File: src/sv/rnp_pkg.sv
`timescale 1ns / 1ps
package rnp_pkg;

    // Field and datapath widths
    localparam int COORD_W  = 32;
    localparam int DIR_W    = 18;
    localparam int IDX_W    = 10;
    localparam int FRAC_W   = 16;
    localparam int DIFF_W   = COORD_W + 1;          // P - O
    localparam int PROD_W   = DIFF_W + DIR_W;       // diff * dir
    localparam int DOT_W    = PROD_W + 2;           // sum of three products
    localparam int T_W      = 38;                   // ray parameter, Q22.16
    localparam int TP_W     = T_W + DIR_W;          // t * dir
    localparam int RES_W    = 42;                   // residual component
    localparam int ABS_W    = 32;                   // magnitude before saturation
    localparam int SQ_W     = 2 * ABS_W - FRAC_W;   // one square, Q32.16
    localparam int SUM_W    = SQ_W + 2;             // sum of three squares
    localparam int DIST_W   = 32;
    localparam int BEST_W   = 48;
    localparam int DATA_W   = 32;
    localparam int PADDR_W  = 5;
    localparam int LANES    = 3;

    localparam int QUEUE_DEPTH_DEF = 2;

    // Reset values
    localparam logic signed [DIR_W-1:0]  DIR_Z_RESET  = DIR_W'(65536);
    localparam logic [DIST_W-1:0]        RADIUS_RESET = DIST_W'(16384);
    localparam logic signed [BEST_W-1:0] BEST_RESET   = {1'b0, {(BEST_W-1){1'b1}}};
    localparam logic [DIST_W-1:0]        DIST_SAT     = {DIST_W{1'b1}};

    // Register map, word index
    typedef enum logic [2:0] {
        REG_ORIGIN_X  = 3'd0,
        REG_ORIGIN_Y  = 3'd1,
        REG_ORIGIN_Z  = 3'd2,
        REG_DIR_X     = 3'd3,
        REG_DIR_Y     = 3'd4,
        REG_DIR_Z     = 3'd5,
        REG_RADIUS_SQ = 3'd6
    } reg_idx_t;

    typedef struct packed {
        logic signed [COORD_W-1:0] origin_x;
        logic signed [COORD_W-1:0] origin_y;
        logic signed [COORD_W-1:0] origin_z;
        logic signed [DIR_W-1:0]   dir_x;
        logic signed [DIR_W-1:0]   dir_y;
        logic signed [DIR_W-1:0]   dir_z;
        logic [DIST_W-1:0]         radius_sq;
    } cfg_t;

    // One queued request: offset from the origin plus tags
    typedef struct packed {
        logic signed [DIFF_W-1:0] dx;
        logic signed [DIFF_W-1:0] dy;
        logic signed [DIFF_W-1:0] dz;
        logic [IDX_W-1:0]         index;
        logic                     last;
    } item_t;

    typedef struct packed {
        logic full;
        logic empty;
    } q_stat_t;

endpackage

File: src/sv/rnp_queue.sv
`timescale 1ns / 1ps
module rnp_queue #(
    parameter int DEPTH = rnp_pkg::QUEUE_DEPTH_DEF
) (
    input  logic              aclk,
    input  logic              aresetn,
    input  logic              push,
    input  rnp_pkg::item_t    push_item,
    input  logic              pop,
    output rnp_pkg::item_t    pop_item,
    output rnp_pkg::q_stat_t  stat
);
    import rnp_pkg::*;

    localparam int PTR_W = (DEPTH > 1) ? $clog2(DEPTH) : 1;
    localparam int CNT_W = $clog2(DEPTH + 1);

    item_t            mem_reg [DEPTH];
    logic [PTR_W-1:0] wr_ptr_reg, wr_ptr_next;
    logic [PTR_W-1:0] rd_ptr_reg, rd_ptr_next;
    logic [CNT_W-1:0] count_reg, count_next;

    function automatic logic [PTR_W-1:0] ptr_inc(input logic [PTR_W-1:0] p);
        if (p == PTR_W'(DEPTH - 1)) begin
            return '0;
        end
        return p + PTR_W'(1);
    endfunction

    always_comb begin
        wr_ptr_next = push ? ptr_inc(wr_ptr_reg) : wr_ptr_reg;
        rd_ptr_next = pop  ? ptr_inc(rd_ptr_reg) : rd_ptr_reg;
        count_next  = count_reg;
        if (push && !pop) begin
            count_next = count_reg + CNT_W'(1);
        end else if (pop && !push) begin
            count_next = count_reg - CNT_W'(1);
        end
    end

    always_ff @(posedge aclk) begin
        if (!aresetn) begin
            wr_ptr_reg <= '0;
            rd_ptr_reg <= '0;
            count_reg  <= '0;
        end else begin
            wr_ptr_reg <= wr_ptr_next;
            rd_ptr_reg <= rd_ptr_next;
            count_reg  <= count_next;
        end
    end

    // storage, no reset
    always_ff @(posedge aclk) begin
        if (push) begin
            mem_reg[wr_ptr_reg] <= push_item;
        end
    end

    assign pop_item   = mem_reg[rd_ptr_reg];
    assign stat.full  = (count_reg == CNT_W'(DEPTH));
    assign stat.empty = (count_reg == '0);

endmodule

File: config.mk
export PLATFORM = sky130hd
export DESIGN_NAME = rnp_queue
export DESIGN_NICKNAME = d
export VERILOG_FILES = /design/src/sv/rnp_pkg.sv /design/src/sv/rnp_queue.sv
export SDC_FILE = /design/constraint.sdc
export NUM_CORES = 1
export LEC_CHECK = 0
export ABC_AREA = 1
export BUFFER_PORTS_ARGS = -buffer_cell sky130_fd_sc_hd__buf_2
export CORE_UTILIZATION = 33
export CTS_CLUSTER_DIAMETER = 150
export DETAILED_ROUTE_END_ITERATION = 7
export HOLD_SLACK_MARGIN = 0.08
export PLACE_DENSITY = 0.56
export SLEW_MARGIN = 20
export SYNTH_ARGS = -nofsm -noshare
export SYNTH_HDL_FRONTEND = slang
export SYNTH_SLANG_ARGS = --single-unit
File: constraint.sdc
create_clock -name aclk -period 6.9 [get_ports aclk]
set_input_delay 0.345 -clock aclk [delete_from_list [all_inputs] [get_ports aclk]]
set_output_delay 0.345 -clock aclk [all_outputs]
set_load 0.01 [all_outputs]
==> metrics.txt <==
switch share=20.8%; area of the multi-input gates=0.00172 mm^2; Cell variety after synth=15; Post-Route WL=16,600 um; fin crit period=3390 ps; EDFF count, synth=220; FF/Latch Area=0.00671 mm^2; Yosys reg bits=225; critical path cell sequence=buf_4, mux2_2, buf_2; Comb power frac=10.9%; row count=58; max-cap violation count=0; Vias=4,587; Netlist Area Pre-Place=0.00866 mm^2; Hold Path Depth=3; CP max stage cell=dfxtp_4; post-route setup TNS=0 ps; Final Net Count=846; 1st-pass router iterations=4; hold path start=push; Fin. Hold Viols=0; DRC=0; average size of a mapped cell=23.0 um^2; core area=0.0255 mm^2; initial antenna violation count=0; worst hold slack=127 ps; fmax=0.295 GHz; antenna cells=0; num ports=226; share of cells above drive strength 1=49.7%; RR Endpoint=mem_reg[1][78]; vias per cell=4.26; IO Port Bufs=225; result of the run=complete, no violations; GRT overflow=0; Clock Sinks=225; CP Data Arrival Time=3050 ps; Place WS=3940 ps; initial detailed-routing violation count=217; Clock power frac=38.5%; Max Clock Skew=5.61 ps; min-delay worst type=input port to register; clock latency on the worst-skew pair=500 ps; CTS buffer count=24; Syn Nets=492; CP peak stage delay=1060 ps; FFs w/ async S/R, synth=0%; Post-Layout Cell Count=1,077; # Post-CTS Setup Buffers=0; Starting Density=34.0%; post-route clock period utilization=49.2%; CP delay by family, top=flip-flops; Sw Pwr=0.000664 W; Worst slew margin=28.1%; Yosys warnings=0; Die ar.=0.0269 mm^2; R2R setup slack=4610 ps; P_int=0.00253 W; detailed placer's ending HPWL=10,300 um; Flop pwr share=50.6%; Die H=164 um; PwrDens=268 mW/mm^2; PnR worst setup slack=3510 ps; Clock Tree Buf Depth=3; H-tree Lvls=1; Resize count post-CTS=0; CTS Root Buffer Type=clkbuf_16; placer congestion estimate=0.686; Total Power=0.00319 W; R2R depth=3; pin slew with the least headroom to its limit=1080 ps; drt wl/cell=15.4 um; synth cell count leaders=edfxtp_1 (220), mux2_4 (100), buf_12 (10), mux2_2 (10), nor2_1 (9); hold endpoint=wr_ptr_reg; pin count of the biggest net entering global routing=58; TritonCTS clock tree=done; share of the synthesized area in the top cell type=76.2%; RSZ-0062 raised after global routing=no; Critical Path RT=6550 ps; final slew viol count=0; GRT Util Overall=12.1%; Layout area overhead=37.3%; Synth area leader=edfxtp_1; Buffers & Inverters on Critical Path=2; CP Max Fanout=57; Worst R2R Start=wr_ptr_reg; top-count cell post-synth=edfxtp_1; DP Cell Count=924; Leakage=4.73 nW; Seq/Total Area, Yosys=77.4%; final antenna-violating net count=0; VDD IR max=0.000221 V; number of fill cells=2,189; first-pass GRT wire length=25,400 um; CTS clk-pin slew, worst paths=60 ps; vias in the first global route=4,998; CP endpoint kind=primary output; Synth Instances=377; critical path type=register to primary output; Synth Flop Type=edfxtp_1; most area-consuming cells after synthesis=edfxtp_1 (76%), mux2_4 (17%), buf_12 (2.3%); max reg flops=220; Die W=164 um; final setup violation count=0; CP startpoint kind=register
## power groups by stage
stage,Sequential (W),Combinational [W],Clock [W]
after floorplan,0.00163,0.000204,0
after global placement,0.00164,0.000298,0
after detailed placement,0.00164,0.000304,0
after CTS,0.00162,0.000355,0.00127
after global routing,0.00162,0.000377,0.00132
final,0.00161,0.000348,0.00123
## kinds of logic (layout without fill, tap and decap cells)
| group | after synthesis | after routing | share of synthesized area [%] |
|---|---|---|---|
| adder cells (fa/ha/maj) | 1 | 1 | 0.144 |
| AND/OR/NAND/NOR | 19 | 19 | 0.866 |
| AO/OA/AOI/OAI | 2 | 2 | 0.115 |
| buffers and inverters | 20 | 390 | 2.84 |
| multiplexers | 110 | 110 | 18.6 |
| flip-flops | 225 | 225 | 77.4 |
## how the worst max path moves through the flow
| stage | end | slack [ps] | from | cells past startpoint |
|---|---|---|---|---|
| floorplan | mem_reg[0][0] | 1330 | push | 2 |
| global placement | pop_item[98] | 3970 | register | 3 |
| detailed placement | pop_item[94] | 3940 | register | 3 |
| CTS | pop_item[98] | 3390 | register | 3 |
| global route | pop_item[98] | 3290 | register | 3 |
| finish | pop_item[98] | 3510 | register | 3 |
## worst register-to-register path, delay by kind of cell, from the launching register on
kind | cells | cell delay, ps
and+or+nand+nor | 1 | 130
DFF | 1 | 390
buffers and inverters | 2 | 1350
## cell type report
type | count | area share (%)
repair buffers | 340 | 19.1
well taps | 330 | 3.47
clock inverters | 6 | 0.642
inverters | 8 | 0.273
multi-input cells | 132 | 14.5
flip-flops and latches | 225 | 56.4
clock buffers | 36 | 5.69
## metal layers
| metal | track usage (%) | share of wire [%] | vias up |
|---|---|---|---|
| met5 | 0 | 0 | - |
| met4 | 3.70 | 1.9 | 0 |
| met3 | 3.18 | 6.6 | 27 |
| met2 | 22.1 | 51 | 144 |
| met1 | 13.8 | 41 | 2234 |
| li1 | - | - | 2182 |
## timing repair
item	4_1_cts	5_1_grt
hold endpoints to repair	221	0
hold buffers	111	0
endpoints found under the setup margin	0	0
## through the flow
stage          area (um^2)  utilization, %
2_1_floorplan         8660               -
3_3_place_gp         10000            39.4
3_5_place_dp         10000            39.4
4_1_cts              11900            46.7
5_1_grt              11900            46.7
6_report             11900            46.7
## cells in the final DEF, fill, tap and decap left out
cell type      count
clkbuf_1          10
nor2_4             1
buf_2            225
buf_4              4
inv_4              1
clkbuf_8           1
bufinv_16          2
a21oi_1            1
ha_1               1
clkinv_1           3
edfxtp_1         220
dfxtp_1            4
nand2_1            8
nand3_1            1
dfxtp_4            1
mux2_4           100
o21ai_0            1
clkbuf_16         25
dlygate4sd3_1    111
mux2_2            10
nand4_1            1
nor2_1             8
clkinv_2           1
inv_1              7
No activity file was read; power rests on OpenSTA's default activity.
