`config.mk`:
```
export PLATFORM = sky130hd
export DESIGN_NAME = rnp_front
export DESIGN_NICKNAME = d
export VERILOG_FILES = /design/src/sv/rnp_pkg.sv /design/src/sv/rnp_front.sv
export SDC_FILE = /design/constraint.sdc
export NUM_CORES = 1
export LEC_CHECK = 0
export ABC_CLOCK_PERIOD_IN_PS = 10050
export BUFFER_PORTS_ARGS = -buffer_cell sky130_fd_sc_hd__buf_4
export CORE_MARGIN = 1.5
export CORE_UTILIZATION = 40
export DETAILED_ROUTE_END_ITERATION = 6
export GPL_TIMING_DRIVEN = 0
export PLACE_DENSITY = 0.76
export SETUP_SLACK_MARGIN = 0.02
export SYNTH_ARGS = -nofsm -noshare
export SYNTH_HDL_FRONTEND = slang
export SYNTH_SLANG_ARGS = --single-unit
```
`constraint.sdc`:
```
create_clock -name aclk -period 10.05 [get_ports aclk]
set_input_delay 2.01 -clock aclk [delete_from_list [all_inputs] [get_ports aclk]]
set_output_delay 2.01 -clock aclk [all_outputs]
set_load 0.005 [all_outputs]
```
`src/sv/rnp_pkg.sv`:
```
`timescale 1ns / 1ps
package rnp_pkg;

    // Field and datapath widths
    localparam int COORD_W  = 32;
    localparam int DIR_W    = 18;
    localparam int IDX_W    = 10;
    localparam int FRAC_W   = 16;
    localparam int DIFF_W   = COORD_W + 1;          // P - O
    localparam int PROD_W   = DIFF_W + DIR_W;       // diff * dir
    localparam int DOT_W    = PROD_W + 2;           // sum of three products
    localparam int T_W      = 38;                   // ray parameter, Q22.16
    localparam int TP_W     = T_W + DIR_W;          // t * dir
    localparam int RES_W    = 42;                   // residual component
    localparam int ABS_W    = 32;                   // magnitude before saturation
    localparam int SQ_W     = 2 * ABS_W - FRAC_W;   // one square, Q32.16
    localparam int SUM_W    = SQ_W + 2;             // sum of three squares
    localparam int DIST_W   = 32;
    localparam int BEST_W   = 48;
    localparam int DATA_W   = 32;
    localparam int PADDR_W  = 5;
    localparam int LANES    = 3;

    localparam int QUEUE_DEPTH_DEF = 2;

    // Reset values
    localparam logic signed [DIR_W-1:0]  DIR_Z_RESET  = DIR_W'(65536);
    localparam logic [DIST_W-1:0]        RADIUS_RESET = DIST_W'(16384);
    localparam logic signed [BEST_W-1:0] BEST_RESET   = {1'b0, {(BEST_W-1){1'b1}}};
    localparam logic [DIST_W-1:0]        DIST_SAT     = {DIST_W{1'b1}};

    // Register map, word index
    typedef enum logic [2:0] {
        REG_ORIGIN_X  = 3'd0,
        REG_ORIGIN_Y  = 3'd1,
        REG_ORIGIN_Z  = 3'd2,
        REG_DIR_X     = 3'd3,
        REG_DIR_Y     = 3'd4,
        REG_DIR_Z     = 3'd5,
        REG_RADIUS_SQ = 3'd6
    } reg_idx_t;

    typedef struct packed {
        logic signed [COORD_W-1:0] origin_x;
        logic signed [COORD_W-1:0] origin_y;
        logic signed [COORD_W-1:0] origin_z;
        logic signed [DIR_W-1:0]   dir_x;
        logic signed [DIR_W-1:0]   dir_y;
        logic signed [DIR_W-1:0]   dir_z;
        logic [DIST_W-1:0]         radius_sq;
    } cfg_t;

    // One queued request: offset from the origin plus tags
    typedef struct packed {
        logic signed [DIFF_W-1:0] dx;
        logic signed [DIFF_W-1:0] dy;
        logic signed [DIFF_W-1:0] dz;
        logic [IDX_W-1:0]         index;
        logic                     last;
    } item_t;

    typedef struct packed {
        logic full;
        logic empty;
    } q_stat_t;

endpackage

```
`src/sv/rnp_front.sv`:
```
`timescale 1ns / 1ps
module rnp_front (
    input  logic                          aclk,
    input  logic                          aresetn,
    // configuration port
    input  logic                          psel,
    input  logic                          penable,
    input  logic                          pwrite,
    input  logic [rnp_pkg::PADDR_W-1:0]   paddr,
    input  logic [rnp_pkg::DATA_W-1:0]    pwdata,
    output logic [rnp_pkg::DATA_W-1:0]    prdata,
    output logic                          pready,
    // point stream
    input  logic                          s_valid,
    output logic                          s_ready,
    input  logic signed [rnp_pkg::COORD_W-1:0] s_point_x,
    input  logic signed [rnp_pkg::COORD_W-1:0] s_point_y,
    input  logic signed [rnp_pkg::COORD_W-1:0] s_point_z,
    input  logic [rnp_pkg::IDX_W-1:0]     s_point_index,
    input  logic                          s_last_point,
    // queue side
    input  rnp_pkg::q_stat_t              q_stat,
    output logic                          q_push,
    output rnp_pkg::item_t                q_item,
    output rnp_pkg::cfg_t                 cfg
);
    import rnp_pkg::*;

    cfg_t     cfg_reg, cfg_next;
    reg_idx_t reg_idx;
    logic     wr_en;

    assign pready  = 1'b1;
    assign wr_en   = psel && penable && pwrite;
    assign reg_idx = reg_idx_t'(paddr[PADDR_W-1:2]);

    // register writes; unmapped words are dropped
    always_comb begin
        cfg_next = cfg_reg;
        if (wr_en) begin
            unique case (reg_idx)
                REG_ORIGIN_X:  cfg_next.origin_x  = pwdata;
                REG_ORIGIN_Y:  cfg_next.origin_y  = pwdata;
                REG_ORIGIN_Z:  cfg_next.origin_z  = pwdata;
                REG_DIR_X:     cfg_next.dir_x     = pwdata[DIR_W-1:0];
                REG_DIR_Y:     cfg_next.dir_y     = pwdata[DIR_W-1:0];
                REG_DIR_Z:     cfg_next.dir_z     = pwdata[DIR_W-1:0];
                REG_RADIUS_SQ: cfg_next.radius_sq = pwdata;
                default: ;
            endcase
        end
    end

    always_ff @(posedge aclk) begin
        if (!aresetn) begin
            cfg_reg.origin_x  <= '0;
            cfg_reg.origin_y  <= '0;
            cfg_reg.origin_z  <= '0;
            cfg_reg.dir_x     <= '0;
            cfg_reg.dir_y     <= '0;
            cfg_reg.dir_z     <= DIR_Z_RESET;
            cfg_reg.radius_sq <= RADIUS_RESET;
        end else begin
            cfg_reg <= cfg_next;
        end
    end

    // read back, direction sign-extended
    always_comb begin
        unique case (reg_idx)
            REG_ORIGIN_X:  prdata = cfg_reg.origin_x;
            REG_ORIGIN_Y:  prdata = cfg_reg.origin_y;
            REG_ORIGIN_Z:  prdata = cfg_reg.origin_z;
            REG_DIR_X:     prdata = DATA_W'(cfg_reg.dir_x);
            REG_DIR_Y:     prdata = DATA_W'(cfg_reg.dir_y);
            REG_DIR_Z:     prdata = DATA_W'(cfg_reg.dir_z);
            REG_RADIUS_SQ: prdata = cfg_reg.radius_sq;
            default:       prdata = '0;
        endcase
    end

    assign cfg = cfg_reg;

    // take a point whenever the queue has room, offset it from the origin
    assign s_ready = !q_stat.full;
    assign q_push  = s_valid && s_ready;

    always_comb begin
        q_item.dx    = DIFF_W'(s_point_x) - DIFF_W'(cfg_reg.origin_x);
        q_item.dy    = DIFF_W'(s_point_y) - DIFF_W'(cfg_reg.origin_y);
        q_item.dz    = DIFF_W'(s_point_z) - DIFF_W'(cfg_reg.origin_z);
        q_item.index = s_point_index;
        q_item.last  = s_last_point;
    end

endmodule

```
==> flow_summary.rst <==
.. list-table::
   :header-rows: 1

   * - Metric
     - Value
   * - Status
     - finished, final reports clean
   * - Nature of the critical path startpoint
     - primary input
   * - Clk pin slew, worst setup/hold paths
     - 0.08 ns
   * - Maximum frequency from static timing analysis
     - 138 MHz
   * - Worst path required time
     - 8.04 ns
   * - Setup slack, reg-to-reg
     - 9.15 ns
   * - Placed wire-length estimate after detailed placement
     - 48,300 um
   * - Setup repair after global routing missed its margin
     - no
   * - FP Rows
     - 67
   * - Cell count after synthesis
     - 1,851
   * - Final Worst Setup Slack
     - 2.80 ns
   * - Die outline width
     - 188 um
   * - Final worst path period share
     - 72.1%
   * - Total length of routed wires
     - 59,600 um
   * - Number of hold buffers added after CTS
     - 0
   * - Clock latency on the worst-skew pair
     - 0.43 ns
   * - Areal power density over the cells
     - 105 nW/um^2
   * - First-pass GRT wire length
     - 86,700 um
   * - Total routing resource utilization after global routing
     - 32.2%
   * - Hold crit path type
     - register to register
   * - Largest area contributor in the synthesized netlist
     - sky130_fd_sc_hd__dfxtp_1
   * - Fraction of final layout cells sized beyond drive strength 1
     - 22.9%
   * - Maximum VDD drop
     - 0.114 mV
   * - Setup violators final
     - 0
   * - Critical path data arrival time
     - 5.24 ns
   * - Most used DFF post-synth
     - sky130_fd_sc_hd__dfxtp_1
   * - Antenna violations before repair
     - 2
   * - Warnings from Yosys
     - 0
   * - Root buffer cell
     - sky130_fd_sc_hd__clkbuf_16
   * - Synth top area share
     - 26.7%
   * - Sequential share of power
     - 38.2%
   * - Fin Clk Skew
     - 0 ns
   * - Count of cell types in the netlist
     - 70
   * - PostCTS Resize Cnt
     - 0
   * - Cell Int Power
     - 1.34 mW
   * - Maximum fanout encountered on the critical timing path
     - 10
   * - Clock tree from TritonCTS
     - yes
   * - Cell area after synthesis
     - 13,700 um^2
   * - Die area
     - 35,300 um^2
   * - Total Power Consumption
     - 1.92 mW
   * - Combinational cell fraction of total power
     - 25.2%
   * - Setup Slack @ Placement
     - 3.02 ns
   * - Number of buffers created by CTS
     - 17
   * - Initial Utilization
     - 40.7%
   * - Clock network power share
     - 36.6%
   * - PortBufs
     - 460
   * - Layout Nets
     - 2,581
   * - H-tree levels
     - 4
   * - Worst setup EP type
     - primary output
   * - GPL Wtd Cong
     - 0.974
   * - Minimum period implied by the final worst setup slack
     - 7.25 ns
   * - Boundary pin count
     - 479
   * - Type of the setup path with the least slack
     - primary input to primary output
   * - Max-cap violations
     - 0
   * - Remaining antenna violation count after routing
     - 0
   * - Core box area
     - 33,500 um^2
   * - Sw Ratio
     - 30.2%
   * - Maximum buffer depth of the clock tree
     - 2
   * - Mean number of vias per cell
     - 5.71
   * - # fillers
     - 3,238
   * - Largest register FFs
     - 182
   * - Static leakage
     - 7.37 nW
   * - Fraction of the yosys area taken by sequential cells
     - 26.7%
   * - Nets in the synthesized netlist
     - 2,102
   * - Util after Layout
     - 54.5%
   * - Number of synthesized flops with an enable pin
     - 0
   * - Number of remaining DRC errors
     - 0
   * - Register bit count reported by yosys
     - 182
   * - WL per Instance
     - 21.3 um
   * - Hold violation total from the final report
     - 0
   * - Number of violations reported at the end of detailed-routing iteration 0
     - 1,524
   * - Congestion Overflow GR
     - 0
   * - Largest net degree at the start of global routing
     - 18
   * - Vertical die dimension
     - 188 um
   * - Share of flip-flops with an asynchronous set or reset after synthesis
     - 0%
   * - Post-CTS Setup Bufs
     - 0
   * - CTS Sinks
     - 182
   * - Net switching component of the power
     - 0.580 mW
   * - Total via count after detailed routing
     - 15.9k
   * - Relative slew slack
     - 6.80%
   * - Post-synthesis area per instance
     - 7.38 um^2
   * - Setup TNS after final layout
     - 0 ns
   * - Number of max-slew violations in the final report
     - 0
   * - Via count of the first global-routing pass
     - 14.8k
   * - Area grow syn2layout
     - 33.9%
   * - Detailed Routing Iterations Pass 1
     - 6
   * - Transition time at the pin with the least slew margin
     - 1.39 ns
   * - Largest cells by area after synthesis
     - sky130_fd_sc_hd__dfxtp_1 27%, sky130_fd_sc_hd__nand2_1 12%, sky130_fd_sc_hd__a21boi_0 10%
-- final timing paths --
kind              startpoint         end  depth (start not counted)
setup / recovery    paddr[3]  prdata[10]                          7
hold reg to reg      cfg[57]     cfg[57]                          2
setup reg to reg    cfg[169]    cfg[169]                          2
hold / removal       cfg[57]     cfg[57]                          2
-- cells in the final DEF (no fill, tap or decap), drive strengths merged, types with 8 or more instances in the layout --
cell type,netlist,final
a221o,10,10
o211ai,13,13
dfxtp,182,182
o311ai,10,10
a21oi,101,101
ha,96,96
xor2,29,29
nand4,19,19
clkbuf,104,123
nor2,71,71
a22oi,27,27
and2,8,8
and3,12,12
xnor2,54,54
buf,21,481
nor3,8,8
a21boi,184,184
a31oi,13,13
mux2i,26,26
nand2b,16,16
o21a,14,14
nor2b,23,23
nand2,442,442
inv,118,127
a21o,38,38
nand3,31,31
mux2,10,10
o21ai,84,84
-- per-layer routing --
layer	part of all wire, %	vias to the layer above	wire, um	global-route usage [%]
li1	-	7371	-	-
met5	0	-	0	0
met3	10	158	6190	6.76
met1	39	7402	23500	41.0
met4	4.8	0	2880	14.6
met2	45	1000	27000	51.9
-- stage by stage --
stage / hold slack, ns / cells / area, um^2
after CTS: 0.485 / 2791 / 18300
after detailed placement: 0.475 / 2759 / 17700
after global routing: 0.499 / 2792 / 18300
final: 0.481 / 2792 / 18300
after global placement: 0.467 / 2759 / 17700
after floorplan: 0.470 / 1851 / 13700
-- final cells by class --
class / instances / area (um^2) / share of cell area [%]
multi-input combinational: 1426 / 9050 / 49.5
sequential: 182 / 3640 / 19.9
buffer: 125 / 518 / 2.83
clock buffer: 19 / 453 / 2.48
tap: 448 / 561 / 3.07
timing repair buffer: 460 / 3450 / 18.9
antenna: 1 / 2.50 / 0.0137
inverter: 118 / 443 / 2.42
clock inverter: 13 / 154 / 0.842
-- kinds of logic (layout without fill, tap and decap cells) --
group | count (synthesis) | after routing | synth area share [%]
other | 1 | 2 | 0.0275
buffers and inverters | 243 | 735 | 7.04
and+or+nand+nor | 644 | 644 | 19.9
DFF | 182 | 182 | 26.7
xor gates and xnor gates | 83 | 83 | 5.32
AOI/OAI and AO/OA | 557 | 557 | 28.1
muxes | 42 | 42 | 3.72
adders and majority gates | 99 | 99 | 9.24
-- synthesized netlist by cell type, types with 7 or more instances --
library cell / n
sky130_fd_sc_hd__nand2_1: 442
sky130_fd_sc_hd__a21boi_0: 184
sky130_fd_sc_hd__dfxtp_1: 182
sky130_fd_sc_hd__inv_1: 118
sky130_fd_sc_hd__clkbuf_1: 104
sky130_fd_sc_hd__a21oi_1: 98
sky130_fd_sc_hd__ha_1: 96
sky130_fd_sc_hd__o21ai_0: 79
sky130_fd_sc_hd__nor2_1: 71
sky130_fd_sc_hd__xnor2_1: 54
sky130_fd_sc_hd__a21o_1: 38
sky130_fd_sc_hd__nand3_1: 31
sky130_fd_sc_hd__xor2_1: 29
sky130_fd_sc_hd__a22oi_1: 27
sky130_fd_sc_hd__mux2i_1: 26
sky130_fd_sc_hd__nor2b_1: 23
sky130_fd_sc_hd__nand4_1: 19
sky130_fd_sc_hd__nand2b_1: 16
sky130_fd_sc_hd__o21a_1: 14
sky130_fd_sc_hd__a31oi_1: 13
sky130_fd_sc_hd__o211ai_1: 13
sky130_fd_sc_hd__and3_1: 12
sky130_fd_sc_hd__buf_4: 12
sky130_fd_sc_hd__a221o_1: 10
sky130_fd_sc_hd__mux2_2: 10
sky130_fd_sc_hd__o311ai_0: 9
sky130_fd_sc_hd__nor3_1: 8
sky130_fd_sc_hd__o31a_1: 7
sky130_fd_sc_hd__o31ai_1: 7
-- worst max-delay path, stage by stage --
cell and delay [ns]:
sky130_fd_sc_hd__clkbuf_1 0.28, sky130_fd_sc_hd__clkbuf_1 0.73, sky130_fd_sc_hd__buf_1 0.70, sky130_fd_sc_hd__clkbuf_1 0.63, sky130_fd_sc_hd__a31oi_1 0.19, sky130_fd_sc_hd__o21ai_0 0.48
sky130_fd_sc_hd__buf_4 0.21
-- power by group through the flow --
stage | Sequential [mW] | Combinational [mW] | Clock [mW]
after floorplan | 0.747 | 0.249 | 0
after global placement | 0.751 | 0.469 | 0
after detailed placement | 0.751 | 0.475 | 0
after CTS | 0.734 | 0.477 | 0.700
after global routing | 0.734 | 0.520 | 0.729
final | 0.734 | 0.484 | 0.703
No activity file was read; power rests on OpenSTA's default activity.
